--- src/design/gss_pkg.sv ---
// shared types, constants and register codes for the gear-shift sequencer
`default_nettype none

package gss_pkg;

   // design limits and fixed constants of the paddle tracking law
   localparam int MAX_GEAR     = 5;
   localparam int PADDLE_BASE  = 375;
   localparam int PADDLE_SPAN  = 120;
   localparam int CLUTCH_SCALE = 385;
   localparam int NEAR_BAND    = 5;
   localparam int HOLD_BAND    = 115;
   localparam int POS_W        = 10;
   localparam int GEAR_W       = 3;
   localparam int CSR_INDEX_W  = 3;

   // configuration register indexes
   typedef enum logic [CSR_INDEX_W-1:0] {
      CSR_UP_POSITION           = 3'd0,
      CSR_DOWN_POSITION         = 3'd1,
      CSR_REST_POSITION         = 3'd2,
      CSR_NEUTRAL_UP_POSITION   = 3'd3,
      CSR_NEUTRAL_DOWN_POSITION = 3'd4,
      CSR_CLUTCH_ENGAGE         = 3'd5,
      CSR_CLUTCH_RELEASE        = 3'd6,
      CSR_PADDLE_THRESHOLD      = 3'd7
   } csr_index_type;

   // reset values of the configuration registers
   localparam logic [POS_W-1:0] UP_POSITION_RST           = 10'd952;
   localparam logic [POS_W-1:0] DOWN_POSITION_RST         = 10'd69;
   localparam logic [POS_W-1:0] REST_POSITION_RST         = 10'd532;
   localparam logic [POS_W-1:0] NEUTRAL_UP_POSITION_RST   = 10'd740;
   localparam logic [POS_W-1:0] NEUTRAL_DOWN_POSITION_RST = 10'd230;
   localparam logic [POS_W-1:0] CLUTCH_ENGAGE_RST         = 10'd193;
   localparam logic [POS_W-1:0] CLUTCH_RELEASE_RST        = 10'd0;
   localparam logic [POS_W-1:0] PADDLE_THRESHOLD_RST      = 10'd375;

   // sequencer modes
   typedef enum logic [2:0] {
      MODE_IDLE     = 3'd0,
      MODE_UP       = 3'd1,
      MODE_DOWN     = 3'd2,
      MODE_CHECK    = 3'd3,
      MODE_NFIRST   = 3'd4,
      MODE_NSECOND  = 3'd5,
      MODE_NEUTRAL  = 3'd6,
      MODE_PADDLE   = 3'd7
   } mode_type;

   // configuration register set
   typedef struct packed {
      logic [POS_W-1:0] up_position;
      logic [POS_W-1:0] down_position;
      logic [POS_W-1:0] rest_position;
      logic [POS_W-1:0] neutral_up_position;
      logic [POS_W-1:0] neutral_down_position;
      logic [POS_W-1:0] clutch_engage_position;
      logic [POS_W-1:0] clutch_release_position;
      logic [POS_W-1:0] paddle_threshold;
   } cfg_type;

   // one sample tick
   typedef struct packed {
      logic             up_pressed;
      logic             down_pressed;
      logic             neutral_pressed;
      logic [POS_W-1:0] shift_position;
      logic [POS_W-1:0] clutch_position;
      logic [POS_W-1:0] paddle_position;
   } req_type;

   // one result per tick
   typedef struct packed {
      logic              shift_drive;
      logic              shift_toward_up;
      logic              clutch_drive;
      logic              clutch_toward_release;
      logic              spark_cut;
      logic [GEAR_W-1:0] gear;
      logic              neutral;
      logic              busy_res;
   } rsp_type;

endpackage

`default_nettype wire

--- src/design/gss_core.sv ---
// sequencer state registers and the per-tick next-state and drive logic
`default_nettype none

module gss_core #(
   parameter int MAX_GEAR = gss_pkg::MAX_GEAR
) (
   input  wire logic             clock,
   input  wire logic             reset,
   input  wire logic             advance,
   input  wire gss_pkg::cfg_type cfg,
   input  wire gss_pkg::req_type req,
   output gss_pkg::rsp_type      rsp
);

   localparam logic [gss_pkg::GEAR_W-1:0] GearMax = gss_pkg::GEAR_W'(MAX_GEAR);
   localparam logic [gss_pkg::GEAR_W-1:0] GearOne = gss_pkg::GEAR_W'(1);
   localparam logic [gss_pkg::GEAR_W-1:0] GearTwo = gss_pkg::GEAR_W'(2);

   gss_pkg::mode_type               mode_ff, mode_in;
   logic [2:0]                      phase_ff, phase_in;
   logic [gss_pkg::GEAR_W-1:0]      gear_ff, gear_in;
   logic                            neutral_ff, neutral_in;
   logic                            left_neutral_ff, left_neutral_in;
   logic                            hold_ff, hold_in;

   // drive outputs of this tick
   logic sd, su, cd, cr, ic;

   // phase as seen by the stroke sequences (a released button enters phase one)
   logic [2:0] eph;
   assign eph = (phase_ff == 3'd0) ? 3'd1 : phase_ff;

   // plain sequence: stroke up to a threshold, then back down to rest
   logic [gss_pkg::POS_W-1:0] pl_stroke;
   logic                      pl_ign;
   logic                      pl_sd, pl_su, pl_ic, pl_done;
   logic [2:0]                pl_phase;

   assign pl_stroke = (mode_ff == gss_pkg::MODE_NFIRST || neutral_ff) ?
                      cfg.neutral_up_position : cfg.up_position;
   assign pl_ign    = (mode_ff == gss_pkg::MODE_UP) && !neutral_ff;

   always_comb begin
      pl_sd    = 1'b0;
      pl_su    = 1'b0;
      pl_ic    = 1'b0;
      pl_done  = 1'b0;
      pl_phase = 3'd2;
      if (eph == 3'd1 && req.shift_position < pl_stroke) begin
         pl_sd    = 1'b1;
         pl_su    = 1'b1;
         pl_ic    = pl_ign;
         pl_phase = 3'd1;
      end else if (req.shift_position > cfg.rest_position) begin
         pl_sd = 1'b1;
      end else begin
         pl_done = 1'b1;
      end
   end

   // clutched sequence: clutch out, stroke down, back up to rest, clutch in
   logic [gss_pkg::POS_W-1:0] cl_stroke;
   logic                      cl_sd, cl_su, cl_cd, cl_cr, cl_done;
   logic [2:0]                cl_phase;

   assign cl_stroke = (mode_ff == gss_pkg::MODE_DOWN) ?
                      cfg.down_position : cfg.neutral_down_position;

   always_comb begin
      cl_sd    = 1'b0;
      cl_su    = 1'b0;
      cl_cd    = 1'b0;
      cl_cr    = 1'b0;
      cl_done  = 1'b0;
      cl_phase = 3'd4;
      if (eph == 3'd1 && req.clutch_position < cfg.clutch_engage_position) begin
         cl_cd    = 1'b1;
         cl_phase = 3'd1;
      end else if (eph <= 3'd2 && req.shift_position > cl_stroke) begin
         cl_sd    = 1'b1;
         cl_phase = 3'd2;
      end else if (eph <= 3'd3 && req.shift_position < cfg.rest_position) begin
         cl_sd    = 1'b1;
         cl_su    = 1'b1;
         cl_phase = 3'd3;
      end else if (req.clutch_position > cfg.clutch_release_position) begin
         cl_cd = 1'b1;
         cl_cr = 1'b1;
      end else begin
         cl_done = 1'b1;
      end
   end

   // paddle tracking: (paddle - base) * scale against clutch * span, exact
   logic signed [19:0] pd_ext, cl_ext, target, current, diff;
   logic [19:0]        mag;
   logic               in_hold, in_near;

   assign pd_ext  = 20'($signed({1'b0, req.paddle_position}));
   assign cl_ext  = 20'($signed({1'b0, req.clutch_position}));
   assign target  = (pd_ext - 20'(gss_pkg::PADDLE_BASE)) * 20'(gss_pkg::CLUTCH_SCALE);
   assign current = cl_ext * 20'(gss_pkg::PADDLE_SPAN);
   assign diff    = target - current;
   assign mag     = diff[19] ? 20'(-diff) : 20'(diff);
   assign in_hold = mag < 20'(gss_pkg::HOLD_BAND * gss_pkg::PADDLE_SPAN);
   assign in_near = mag < 20'(gss_pkg::NEAR_BAND * gss_pkg::PADDLE_SPAN);

   // mode sequencing and drive selection
   always_comb begin
      mode_in         = mode_ff;
      phase_in        = phase_ff;
      gear_in         = gear_ff;
      neutral_in      = neutral_ff;
      left_neutral_in = left_neutral_ff;
      hold_in         = hold_ff;
      sd = 1'b0;
      su = 1'b0;
      cd = 1'b0;
      cr = 1'b0;
      ic = 1'b0;
      unique case (mode_ff)
         gss_pkg::MODE_IDLE: begin
            priority if (req.up_pressed && gear_ff < GearMax) begin
               mode_in  = gss_pkg::MODE_UP;
               phase_in = 3'd0;
            end else if (req.down_pressed) begin
               mode_in  = gss_pkg::MODE_DOWN;
               phase_in = 3'd0;
            end else if (req.neutral_pressed && !left_neutral_ff) begin
               mode_in  = gss_pkg::MODE_CHECK;
               phase_in = 3'd0;
            end else if (req.paddle_position > cfg.paddle_threshold) begin
               mode_in  = gss_pkg::MODE_PADDLE;
               phase_in = 3'd0;
               hold_in  = 1'b0;
            end else begin
               mode_in = gss_pkg::MODE_IDLE;
            end
            left_neutral_in = 1'b0;
         end
         gss_pkg::MODE_UP: begin
            if (!(phase_ff == 3'd0 && req.up_pressed)) begin
               sd       = pl_sd;
               su       = pl_su;
               ic       = pl_ic;
               phase_in = pl_phase;
               if (pl_done) begin
                  neutral_in = 1'b0;
                  if (gear_ff < GearMax) gear_in = gear_ff + GearOne;
                  mode_in  = gss_pkg::MODE_IDLE;
                  phase_in = 3'd0;
                  hold_in  = 1'b0;
               end
            end
         end
         gss_pkg::MODE_DOWN: begin
            if (!(phase_ff == 3'd0 && req.down_pressed)) begin
               if (phase_ff == 3'd0) neutral_in = 1'b0;
               sd       = cl_sd;
               su       = cl_su;
               cd       = cl_cd;
               cr       = cl_cr;
               phase_in = cl_phase;
               if (cl_done) begin
                  if (gear_ff > GearOne) gear_in = gear_ff - GearOne;
                  mode_in  = gss_pkg::MODE_IDLE;
                  phase_in = 3'd0;
                  hold_in  = 1'b0;
               end
            end
         end
         gss_pkg::MODE_CHECK: begin
            if (!req.neutral_pressed) begin
               phase_in = 3'd1;
               priority if (gear_ff == GearOne) begin
                  mode_in = gss_pkg::MODE_NFIRST;
               end else if (gear_ff == GearTwo) begin
                  mode_in = gss_pkg::MODE_NSECOND;
               end else begin
                  mode_in  = gss_pkg::MODE_IDLE;
                  phase_in = 3'd0;
                  hold_in  = 1'b0;
               end
            end
         end
         gss_pkg::MODE_NFIRST: begin
            if (!neutral_ff) begin
               sd       = pl_sd;
               su       = pl_su;
               ic       = pl_ic;
               phase_in = pl_phase;
            end
            if (neutral_ff || pl_done) begin
               neutral_in = 1'b1;
               mode_in    = gss_pkg::MODE_NEUTRAL;
               phase_in   = 3'd0;
            end
         end
         gss_pkg::MODE_NSECOND: begin
            if (!neutral_ff) begin
               sd       = cl_sd;
               su       = cl_su;
               cd       = cl_cd;
               cr       = cl_cr;
               phase_in = cl_phase;
            end
            if (neutral_ff || cl_done) begin
               neutral_in = 1'b1;
               if (gear_ff > GearOne) gear_in = gear_ff - GearOne;
               mode_in  = gss_pkg::MODE_NEUTRAL;
               phase_in = 3'd0;
            end
         end
         gss_pkg::MODE_NEUTRAL: begin
            neutral_in      = 1'b1;
            left_neutral_in = 1'b1;
            mode_in         = gss_pkg::MODE_IDLE;
            phase_in        = 3'd0;
            hold_in         = 1'b0;
         end
         gss_pkg::MODE_PADDLE: begin
            if (!(hold_ff && in_hold)) begin
               hold_in = 1'b0;
               priority if (req.paddle_position < cfg.paddle_threshold || diff == 20'sd0) begin
                  mode_in  = gss_pkg::MODE_IDLE;
                  phase_in = 3'd0;
               end else if (in_near) begin
                  hold_in = 1'b1;
               end else begin
                  cd = 1'b1;
                  cr = diff[19];
               end
            end
         end
         default: begin
            mode_in  = gss_pkg::MODE_IDLE;
            phase_in = 3'd0;
            hold_in  = 1'b0;
         end
      endcase
   end

   // result of this tick
   always_comb begin
      rsp.shift_drive           = sd;
      rsp.shift_toward_up       = su;
      rsp.clutch_drive          = cd;
      rsp.clutch_toward_release = cr;
      rsp.spark_cut             = ic;
      rsp.gear                  = gear_in;
      rsp.neutral               = neutral_in;
      rsp.busy_res              = (mode_in != gss_pkg::MODE_IDLE);
   end

   // state registers, updated once per accepted item
   always_ff @(posedge clock) begin
      if (reset) begin
         mode_ff         <= gss_pkg::MODE_IDLE;
         phase_ff        <= 3'd0;
         gear_ff         <= GearOne;
         neutral_ff      <= 1'b0;
         left_neutral_ff <= 1'b0;
         hold_ff         <= 1'b0;
      end else if (advance) begin
         mode_ff         <= mode_in;
         phase_ff        <= phase_in;
         gear_ff         <= gear_in;
         neutral_ff      <= neutral_in;
         left_neutral_ff <= left_neutral_in;
         hold_ff         <= hold_in;
      end
   end

`ifndef SYNTHESIS
   // gear stays within its legal range
   a_gear_range: assert property (@(posedge clock) disable iff (reset)
      gear_ff >= GearOne && gear_ff <= GearMax)
      else $error("gear out of range");

   // one item moves the gear by at most one step
   a_gear_step: assert property (@(posedge clock) disable iff (reset)
      advance |=> (gear_ff == $past(gear_ff) ||
                   gear_ff == $past(gear_ff) + GearOne ||
                   gear_ff == $past(gear_ff) - GearOne))
      else $error("gear moved by more than one");

   // state holds while no item is taken
   a_state_hold: assert property (@(posedge clock) disable iff (reset)
      !advance |=> ($stable(mode_ff) && $stable(gear_ff) && $stable(phase_ff)))
      else $error("state changed without an item");

   // ignition cut only during an upward shift stroke
   a_ign_cut: assert property (@(posedge clock) disable iff (reset)
      ic |-> (sd && su && mode_ff == gss_pkg::MODE_UP))
      else $error("ignition cut outside upshift stroke");

   // shift and clutch motors are never driven together
   a_one_motor: assert property (@(posedge clock) disable iff (reset)
      !(sd && cd))
      else $error("both motors driven");
`endif

endmodule

`default_nettype wire

--- src/design/gear_shift_sequencer.sv ---
// top level of the gear-shift sequencer: handshakes, registers and core
`default_nettype none

// Gear-shift sequencer. Each item is one sample tick (three button levels and
// three 10-bit position samples) and yields exactly one result item with the
// motor drives, ignition cut, gear, neutral and busy flags for that tick.
// An item is taken into an input register, evaluated by the sequencer logic
// while it is held there and written to a result register, which raises
// rsp_valid; the result waits there until rsp_ready takes it. One item is
// accepted every cycle while the result side keeps up; the rate is set by
// the single state update per item in the core. Configuration writes are
// always taken (csr_ready is high) and must be issued only while the block
// is idle.
module gear_shift_sequencer #(
   parameter int MAX_GEAR = gss_pkg::MAX_GEAR
) (
   input  wire logic                              clock,
   input  wire logic                              reset,
   input  wire logic                              req_valid,
   output logic                                   req_ready,
   input  wire gss_pkg::req_type                  req_data,
   output logic                                   rsp_valid,
   input  wire logic                              rsp_ready,
   output gss_pkg::rsp_type                       rsp_data,
   input  wire logic                              csr_valid,
   output logic                                   csr_ready,
   input  wire logic [gss_pkg::CSR_INDEX_W-1:0]   csr_index,
   input  wire logic [gss_pkg::POS_W-1:0]         csr_data
);

   gss_pkg::cfg_type cfg_ff;
   gss_pkg::req_type req_ff;
   gss_pkg::rsp_type rsp_ff, rsp_in;
   logic             in_valid_ff;
   logic             out_valid_ff;
   logic             advance;

   // the core fires when an item is held and the result slot is free
   assign advance   = in_valid_ff && (!out_valid_ff || rsp_ready);
   assign req_ready = !in_valid_ff || advance;
   assign csr_ready = 1'b1;
   assign rsp_valid = out_valid_ff;
   assign rsp_data  = rsp_ff;

   // configuration registers
   always_ff @(posedge clock) begin
      if (reset) begin
         cfg_ff.up_position             <= gss_pkg::UP_POSITION_RST;
         cfg_ff.down_position           <= gss_pkg::DOWN_POSITION_RST;
         cfg_ff.rest_position           <= gss_pkg::REST_POSITION_RST;
         cfg_ff.neutral_up_position     <= gss_pkg::NEUTRAL_UP_POSITION_RST;
         cfg_ff.neutral_down_position   <= gss_pkg::NEUTRAL_DOWN_POSITION_RST;
         cfg_ff.clutch_engage_position  <= gss_pkg::CLUTCH_ENGAGE_RST;
         cfg_ff.clutch_release_position <= gss_pkg::CLUTCH_RELEASE_RST;
         cfg_ff.paddle_threshold        <= gss_pkg::PADDLE_THRESHOLD_RST;
      end else if (csr_valid && csr_ready) begin
         unique case (gss_pkg::csr_index_type'(csr_index))
            gss_pkg::CSR_UP_POSITION:           cfg_ff.up_position <= csr_data;
            gss_pkg::CSR_DOWN_POSITION:         cfg_ff.down_position <= csr_data;
            gss_pkg::CSR_REST_POSITION:         cfg_ff.rest_position <= csr_data;
            gss_pkg::CSR_NEUTRAL_UP_POSITION:   cfg_ff.neutral_up_position <= csr_data;
            gss_pkg::CSR_NEUTRAL_DOWN_POSITION: cfg_ff.neutral_down_position <= csr_data;
            gss_pkg::CSR_CLUTCH_ENGAGE:         cfg_ff.clutch_engage_position <= csr_data;
            gss_pkg::CSR_CLUTCH_RELEASE:        cfg_ff.clutch_release_position <= csr_data;
            gss_pkg::CSR_PADDLE_THRESHOLD:      cfg_ff.paddle_threshold <= csr_data;
            default: ;
         endcase
      end
   end

   // input register
   always_ff @(posedge clock) begin
      if (reset) begin
         in_valid_ff <= 1'b0;
      end else if (req_ready) begin
         in_valid_ff <= req_valid;
      end
   end

   always_ff @(posedge clock) begin
      if (req_valid && req_ready) begin
         req_ff <= req_data;
      end
   end

   // sequencer logic and state
   gss_core #(
      .MAX_GEAR (MAX_GEAR)
   ) u_core (
      .clock   (clock),
      .reset   (reset),
      .advance (advance),
      .cfg     (cfg_ff),
      .req     (req_ff),
      .rsp     (rsp_in)
   );

   // result register
   always_ff @(posedge clock) begin
      if (reset) begin
         out_valid_ff <= 1'b0;
      end else if (advance) begin
         out_valid_ff <= 1'b1;
      end else if (rsp_ready) begin
         out_valid_ff <= 1'b0;
      end
   end

   always_ff @(posedge clock) begin
      if (advance) begin
         rsp_ff <= rsp_in;
      end
   end

endmodule

`default_nettype wire
--- config.mk ---
export PLATFORM = sky130hd
export DESIGN_NAME = gear_shift_sequencer
export DESIGN_NICKNAME = d
export VERILOG_FILES = /design/src/design/gss_pkg.sv /design/src/design/gss_core.sv /design/src/design/gear_shift_sequencer.sv
export SDC_FILE = /design/constraint.sdc
export NUM_CORES = 1
export LEC_CHECK = 0
export ABC_AREA = 1
export BUFFER_PORTS_ARGS = -buffer_cell sky130_fd_sc_hd__buf_2
export CORE_MARGIN = 3
export CORE_UTILIZATION = 35
export DETAILED_ROUTE_END_ITERATION = 7
export PLACE_DENSITY = 0.59
export SLEW_MARGIN = 5
export SYNTH_ARGS = -nofsm -noshare
export SYNTH_HDL_FRONTEND = slang
export SYNTH_SLANG_ARGS = --single-unit
--- constraint.sdc ---
create_clock -name clock -period 20.3 [get_ports clock]
set_input_delay 2.03 -clock clock [delete_from_list [all_inputs] [get_ports clock]]
set_output_delay 2.03 -clock clock [all_outputs]
set_load 0.02 [all_outputs]
[After elaboration in Yosys (flattened, before gate mapping)]
Index checks and enable logic that the tools add are counted.
Widths: inputs -> output; s select.
Operators by class
  magnitude comparators: 14
  muxes and demuxes: 120
  add/subtract/negate cells: 5
  multipliers: 2
  reductions and logical operators: 41
  eq/ne operators: 33
Operators by type and width (count)
  $mux 3: 41
  $mux 1: 63
  $pmux 3 s8: 2
  $gt 10x10->1: 4
  $lt 10x10->1: 4
  $eq 3x3->1 const B: 8
  $logic_not 20->1: 1
  $lt 20x10->1 const B: 1
  $lt 20x14->1 const B: 1
  $mul 20x10->20 const B: 1
  $mux 10: 2
  $mux 20: 1
  $neg 20->20: 1
  $sub 20x20->20: 1
  $ne 2x2->1 const B: 9
  $reduce_and 2->1: 9
  $eq 3x2->1 const B: 5
  $mul 10x4->14 const B: 1
  $reduce_and 14->1: 1
  $eq 3x1->1 const B: 4
  $logic_and 1x1->1: 12
  $sub 10x9->11 const B: 1
  $logic_not 3->1: 3
  $pmux 3 s3: 1
  other kinds (20): 38
Word-level totals
  bits of input ports: 51
  word-level logic and storage cells: 245
  register bits after elaboration: 137
  output and inout port bits: 13

[Depth between registers and ports, before layout]
Gate-level depths: netlist (run 1).
  depth in word-level cells: 11
  depth in mapped cells: 46
  gate-level depth less buffers: 45

[Modules after synthesis]
From an unflattened synthesis (run 1), not the netlist that was laid out.
Unflattened totals
  cell total of the unflattened synthesis: 1522
  area total of the unflattened synthesis: 11260.8 um^2
By module, submodules not included
  gss_core: seq. area each 240.2 um^2, area each 6817.8 um^2, cells each 1040, times used 1
  gear_shift_sequencer: seq. area each 2932.8 um^2, area each 4443.0 um^2, cells each 482, times used 1

[Least setup slack after synthesis (run 1)]
OpenSTA, ideal clock, no wires.
  path type: register to register
  start: register req_ff[12] (netlist name)
  end: register rsp_ff (netlist bit rsp_data[0]), data pin
  setup time: 0.254 ns
  clock period less this slack: 7.189 ns
  cell stages (with the launch flop): 42
  arrival time: 6.935 ns
  setup slack: 13.111 ns
  cell sequence: edfxtp_1 fa_1 fa_1 ha_1 a21oi_1 nand2_1 a21oi_1 nor2_1 nor2_1 o21ai_0 a21oi_1 o21bai_1 a21oi_1 nor2_1 nor2_1 xor2_1 ha_1 fa_1 [... 6 more ...] nand2_1 nor3_4 nand3_2 nand2_4 inv_2 nand2_8 nand2_8 buf_12 o21bai_4 nand2_2 nor2_1 nand3_1 nand2_1 nand2_2 nand3_4 nand4_2 nor2_1 nand2_1
RTL lines
  start, declared: line gear_shift_sequencer.sv:32  | gss_pkg::req_type req_ff;
  start signal, assigned: line gear_shift_sequencer.sv:82  | req_ff <= req_data;
  end signal, assigned: line gear_shift_sequencer.sv:111  | rsp_ff <= rsp_in;
  end, declared: line gear_shift_sequencer.sv:33  | gss_pkg::rsp_type rsp_ff, rsp_in;

==> metrics, run 1 <==
most common cell after layout, fill and taps aside=nand2_1; starting density of the core=35.8%; worst skew pair latency=430 ps; WL per Instance=14.4 um; setup TNS=0 ps; worst reg-to-reg setup slack=12530 ps; worst setup slack after layout=12530 ps; Detail Route Antenna Nets=0; count of state elements after synthesis=137; Residual DRC=0; hpwl dp=21500 um; total of max-cap violations=0; R2R Path End=rsp_data[0]; Max Clock Freq=129 MHz; slowest CP cell=fa_1; Setup crit start kind=flop; Area Growth Syn to Fin=11.4%; pins over their slew limit=0; hold path start=cfg_ff[60]; Synth Instances=1439; I/O pin count=64; die area=0.0337 sq mm; Yosys top cell area share=17.1%; crit end category=flop; Clock transition at path regs=70 ps; Antenna Cells=0; most frequent cells in the layout=nand2_1 (281), inv_1 (218), nor2_1 (158); average size of a mapped cell=7.66 sq um; first-pass GRT wire length=45700 um; I/O Buffers=62; Synth cell types=55; Num CTS Buffers=17; run status=completed; final WL=27600 um; Setup WS pre-CTS=12480 ps; Net Count, Synth=1664; period utilization=38.3%; Post-Synthesis Cell Area=0.0110 sq mm; drt first-iter violations=497; r2r worst-path depth=42; share of cells above drive strength 1=10.6%; 1st-pass router iterations=5; largest cells by area after synthesis=dfxtp_1 (17%), ha_1 (16%), edfxtp_1 (12%), nand2_1 (9.6%), inv_1 (7.4%); vias in the first global route=9056; post_cts resized=0; die span in x=183 um; hold depth=2; Hold Crit Class=reg2reg; Final setup viols=0; Slew @ Worst Pin=858 ps; post-synthesis async set-or-reset flop share=0%; Core Area=0.0308 sq mm; most used flip-flop cell after synthesis=dfxtp_1; arrival time of the worst setup path=7970 ps; Worst Path Max Fanout=16; CTS root buf=clkbuf_16; cell row count=64; fin nets=1724; synth warn=0; worst setup path class=reg2reg; post-synth top area cell=dfxtp_1; Max clock buf depth=2; Min-Delay Endpoint=cfg_ff[60]; gp weighted congestion=0.920; largest net degree at the start of global routing=75; H-tree levels=4; clock skew=7.76 ps; CTS tree=yes; Via density=4.86; gr ovfl total=0; initial antenna violation count=0; Post-synth EDFFs=43; FF-to-FF Start=req_ff[13]; slowest stage delay, CP=570 ps; post-synthesis sequential area ratio=28.8%; min cycle time layout=7770 ps; CP required=20490 ps; CTS sink count=137; total global-route track usage=16.9%; RSZ-0062 raised after global routing=no; Hold Buf Count CTS=0; Post-CTS Setup Repair Bufs=0; Fin. Hold Viols=0; total number of vias=9277; relative slew slack=42.6%; die span in y=183 um
==> worst max-delay path by stage <==
stage,cells after the start,endpoint,start
2_1_floorplan,41,rsp_data[0],req_ff[12]
3_3_place_gp,42,rsp_data[0],req_ff[13]
3_5_place_dp,42,rsp_data[0],req_ff[13]
4_1_cts,42,rsp_data[0],req_ff[13]
5_1_grt,42,rsp_data[0],req_ff[13]
6_report,42,rsp_data[0],req_ff[13]
==> kinds of logic (layout without fill, tap and decap cells) <==
kind of cell | count (synthesis) | after routing | synth area share [%]
compound gates | 217 | 217 | 10.9
xor+xnor | 29 | 29 | 2.30
fa+ha+maj | 174 | 174 | 22.3
buf+inv | 258 | 331 | 9.19
flops | 137 | 137 | 28.8
mux | 18 | 18 | 1.63
other cells | 1 | 1 | 0.0340
simple gates | 605 | 605 | 24.9
==> registers in the layout (all words and copies together) (netlist names) <==
| signal | cells |
|---|---|
| cfg_ff | 80 |
| in_valid_ff | 1 |
| req_ff | 33 |
| rsp_data | 10 |
| rsp_valid | 1 |
| u_core.gear_ff | 3 |
| u_core.hold_ff | 1 |
| u_core.left_neutral_ff | 1 |
| u_core.mode_ff | 3 |
| u_core.neutral_ff | 1 |
| u_core.phase_ff | 3 |
==> critical path, delay by kind of cell, from the launching register on <==
kind                       cells  cell delay (ps)
adders and majority gates      9             3550
and+or+nand+nor               22             2120
AOI/OAI and AO/OA              6              820
DFF                            1              550
buffers and inverters          4              300
xor gates and xnor gates       1              190
==> synthesized netlist by cell type (2+ instances only) <==
cell	instances
a211oi_1	4
a21oi_1	85
a21oi_2	2
a31oi_1	4
buf_12	2
buf_2	2
clkbuf_1	18
clkinv_1	6
dfxtp_1	94
edfxtp_1	43
fa_1	37
ha_1	137
inv_1	218
inv_2	9
mux2i_1	18
nand2_1	281
nand2_2	18
nand2_4	4
nand2_8	2
nand3_1	73
nand3_2	7
nand3_4	3
nand3b_1	4
nand4_1	24
nand4_2	3
nor2_1	158
nor2_2	7
nor2_4	2
nor3_1	11
nor4_1	2
o211ai_1	11
o21a_1	2
o21ai_0	92
o21ai_2	2
o21bai_1	3
o22ai_1	3
o31ai_1	2
o41ai_1	2
xnor2_1	6
xor2_1	23
==> metal layers <==
| layer | up-vias | part of all wire, % | global-route usage [%] |
|---|---|---|---|
| met5 | - | 0 | 0 |
| li1 | 4836 | - | - |
| met4 | 0 | 2.2 | 5.24 |
| met1 | 4233 | 48 | 23.0 |
| met2 | 170 | 46 | 28.0 |
| met3 | 38 | 3.5 | 2.41 |
==> through the flow <==
stage	instances	hold slack (ps)	util, %	area (sq um)
after floorplan	1439	423	-	11000
after global placement	1876	437	38.0	11700
after detailed placement	1876	442	38.0	11700
after CTS	1908	459	39.8	12300
after global routing	1908	475	39.8	12300
final	1908	458	39.8	12300
==> layout make-up <==
cell class	instances	area, sq um
Tap cell	396	495
Fill cell	3122	18500
Inverter	234	883
Timing Repair Buffer	65	333
Clock inverter	15	134
Multi-Input combinational cell	1044	6840
Clock buffer	17	425
Sequential cell	137	3170
Power of run 1 is not shown: default switching activity piles up to over one toggle a cycle in this logic, so the estimate is an artifact.
==> inputs of run 2 (changes only) <==
==> constraint.sdc (replaced) <==
create_clock -name clock -period 7.4 [get_ports clock]
set_input_delay 0.74 -clock clock [delete_from_list [all_inputs] [get_ports clock]]
set_output_delay 0.74 -clock clock [all_outputs]
set_load 0.02 [all_outputs]
==> metrics, run 2 (synthesis gave the netlist of run 1 again) <==
CTS root buf=clkbuf_16; Core Area=0.0308 sq mm (unchanged); most common cell after layout, fill and taps aside=nand2_1; cell family with most CP delay=adder cells; CTS sink count=137 (unchanged); drt first-iter violations=525 (+5.6%); die span in x=183 um (unchanged); share of cells above drive strength 1=18.8% (+8.1 points); Hold Crit Class=reg2reg; run status=complete, but fails checks; crit end category=flop; Final setup viols=4 (+4); total of max-cap violations=0 (unchanged); min cycle time layout=7460 ps (-309 ps); Hold Buf Count CTS=0 (unchanged); worst skew pair latency=440 ps (about the same); initial antenna violation count=0 (unchanged); worst setup path class=reg2reg; die area=0.0337 sq mm (unchanged); Detail Route Antenna Nets=0 (unchanged); total number of vias=9638 (+3.9%); slowest stage delay, CP=580 ps (about the same); pins over their slew limit=0 (unchanged); I/O Buffers=62 (unchanged); total global-route track usage=17.5% (+0.56 points); CP dominant cell by count=nand2_2; die span in y=183 um (unchanged); largest net degree at the start of global routing=75 (unchanged); gp weighted congestion=0.916 (-0.50%); fill count=3058 (-2.0%); fin nets=1780 (+3.2%); CP Buf/Inv Count=5 (+1); cell row count=64 (unchanged); Slew @ Worst Pin=822 ps (-35.6 ps); Setup WS pre-CTS=-110 ps (-12590 ps); starting density of the core=35.8% (unchanged); Design Area, Final=0.0132 sq mm (+7.8%); Clock transition at path regs=60 ps (about the same); Area Growth Syn to Fin=20.0%; clock skew=17.4 ps (+9.66 ps); 1st-pass router iterations=5 (unchanged); gr ovfl total=0 (unchanged); slowest CP cell=fa_1; RSZ-0062 raised after global routing=yes; first-pass GRT wire length=47700 um (+4.4%); CP required=7580 ps (-12910 ps); WL per Instance=14.6 um (+1.4%); final WL=28800 um (+4.4%); Num CTS Buffers=17 (unchanged); period utilization=101% (+63 points); Reg with most FFs=cfg_ff; arrival time of the worst setup path=7650 ps (-320 ps); hpwl dp=21800 um (+1.5%); Max clock buf depth=2 (unchanged); Worst Path Max Fanout=8 (-8); Antenna Cells=0 (unchanged); H-tree levels=4 (unchanged); Final Util=42.9% (+3.1 points); vias in the first global route=9442 (+4.3%); Setup crit start kind=flop; relative slew slack=45.0% (+2.4 points); Max Clock Freq=134 MHz (+4.1%); failing checks=setup timing; placed standard-cell area=0.0120 sq mm (+2.2%); Via density=4.91 (+0.93%); most frequent cells in the layout=nand2_1 (259), inv_1 (213), nor2_1 (147); Fin. Hold Viols=0 (unchanged); worst setup slack after layout=-64.4 ps (-12590 ps); number of flip-flops in the largest register=80 (unchanged); CTS tree=yes; I/O pin count=64 (unchanged); Residual DRC=0 (unchanged)
[run 2: changes by cell type in the layout (fill, tap and decap cells not counted), moves of 10 or more]
cell	delta
ha_1	-14
ha_4	+14
nand2_2	+19
nor2_1	-11
buf_4	+42
nand2_1	-22
nor2_2	+10
[run 2: cell type report]
class | instances | area, sq um | area share, %
well taps | 396 | 495 | 3.74
repair buffers | 117 | 769 | 5.81
repair inverters | 1 | 8.76 | 0.0662
clock inverters | 14 | 153 | 1.15
inverters | 234 | 893 | 6.75
flip-flops and latches | 137 | 3170 | 24.0
clock buffers | 18 | 439 | 3.32
multi-input cells | 1047 | 7300 | 55.2
[run 2: worst paths after layout]
check                                start           to  slack [ps]  cells after the start
worst max-delay path            req_ff[12]  rsp_data[0]         -60                     45
worst max register to register  req_ff[12]  rsp_data[0]         -60                     45
worst min register to register  cfg_ff[12]   cfg_ff[12]         460                      2
worst min-delay path            cfg_ff[12]   cfg_ff[12]         460                      2
[run 2: tightest hold or removal path: stages, from the launching register on]
cell and delay (ps):
dfxtp_1 300, inv_1 60, a21oi_1 50
[run 2: repair_timing]
item                       CTS  global route
pin swaps                   12            64
gates cloned                 4             0
setup endpoints to repair   10            10
resized for setup           13            89
setup buffers                7            10
[run 2: through the flow]
step,TNS (ps),hold slack [ps],instances
global placement,0,437,1911
CTS,-63.3,463,1954
global route,-4100,464,1964
floorplan,0,423,1439
finish,-85.7,459,1964
detailed placement,-282,447,1911
[run 2: layer usage]
metal  vias up  GRT usage (%)  part of all wire [%]
met3        36           2.30                   3.4
met4         0           4.27                   1.6
met2       188           29.9                    48
met1      4467           23.6                    47
li1       4947              -                     -
met5         -              0                     0
Power of run 2 is left out for the same reason.
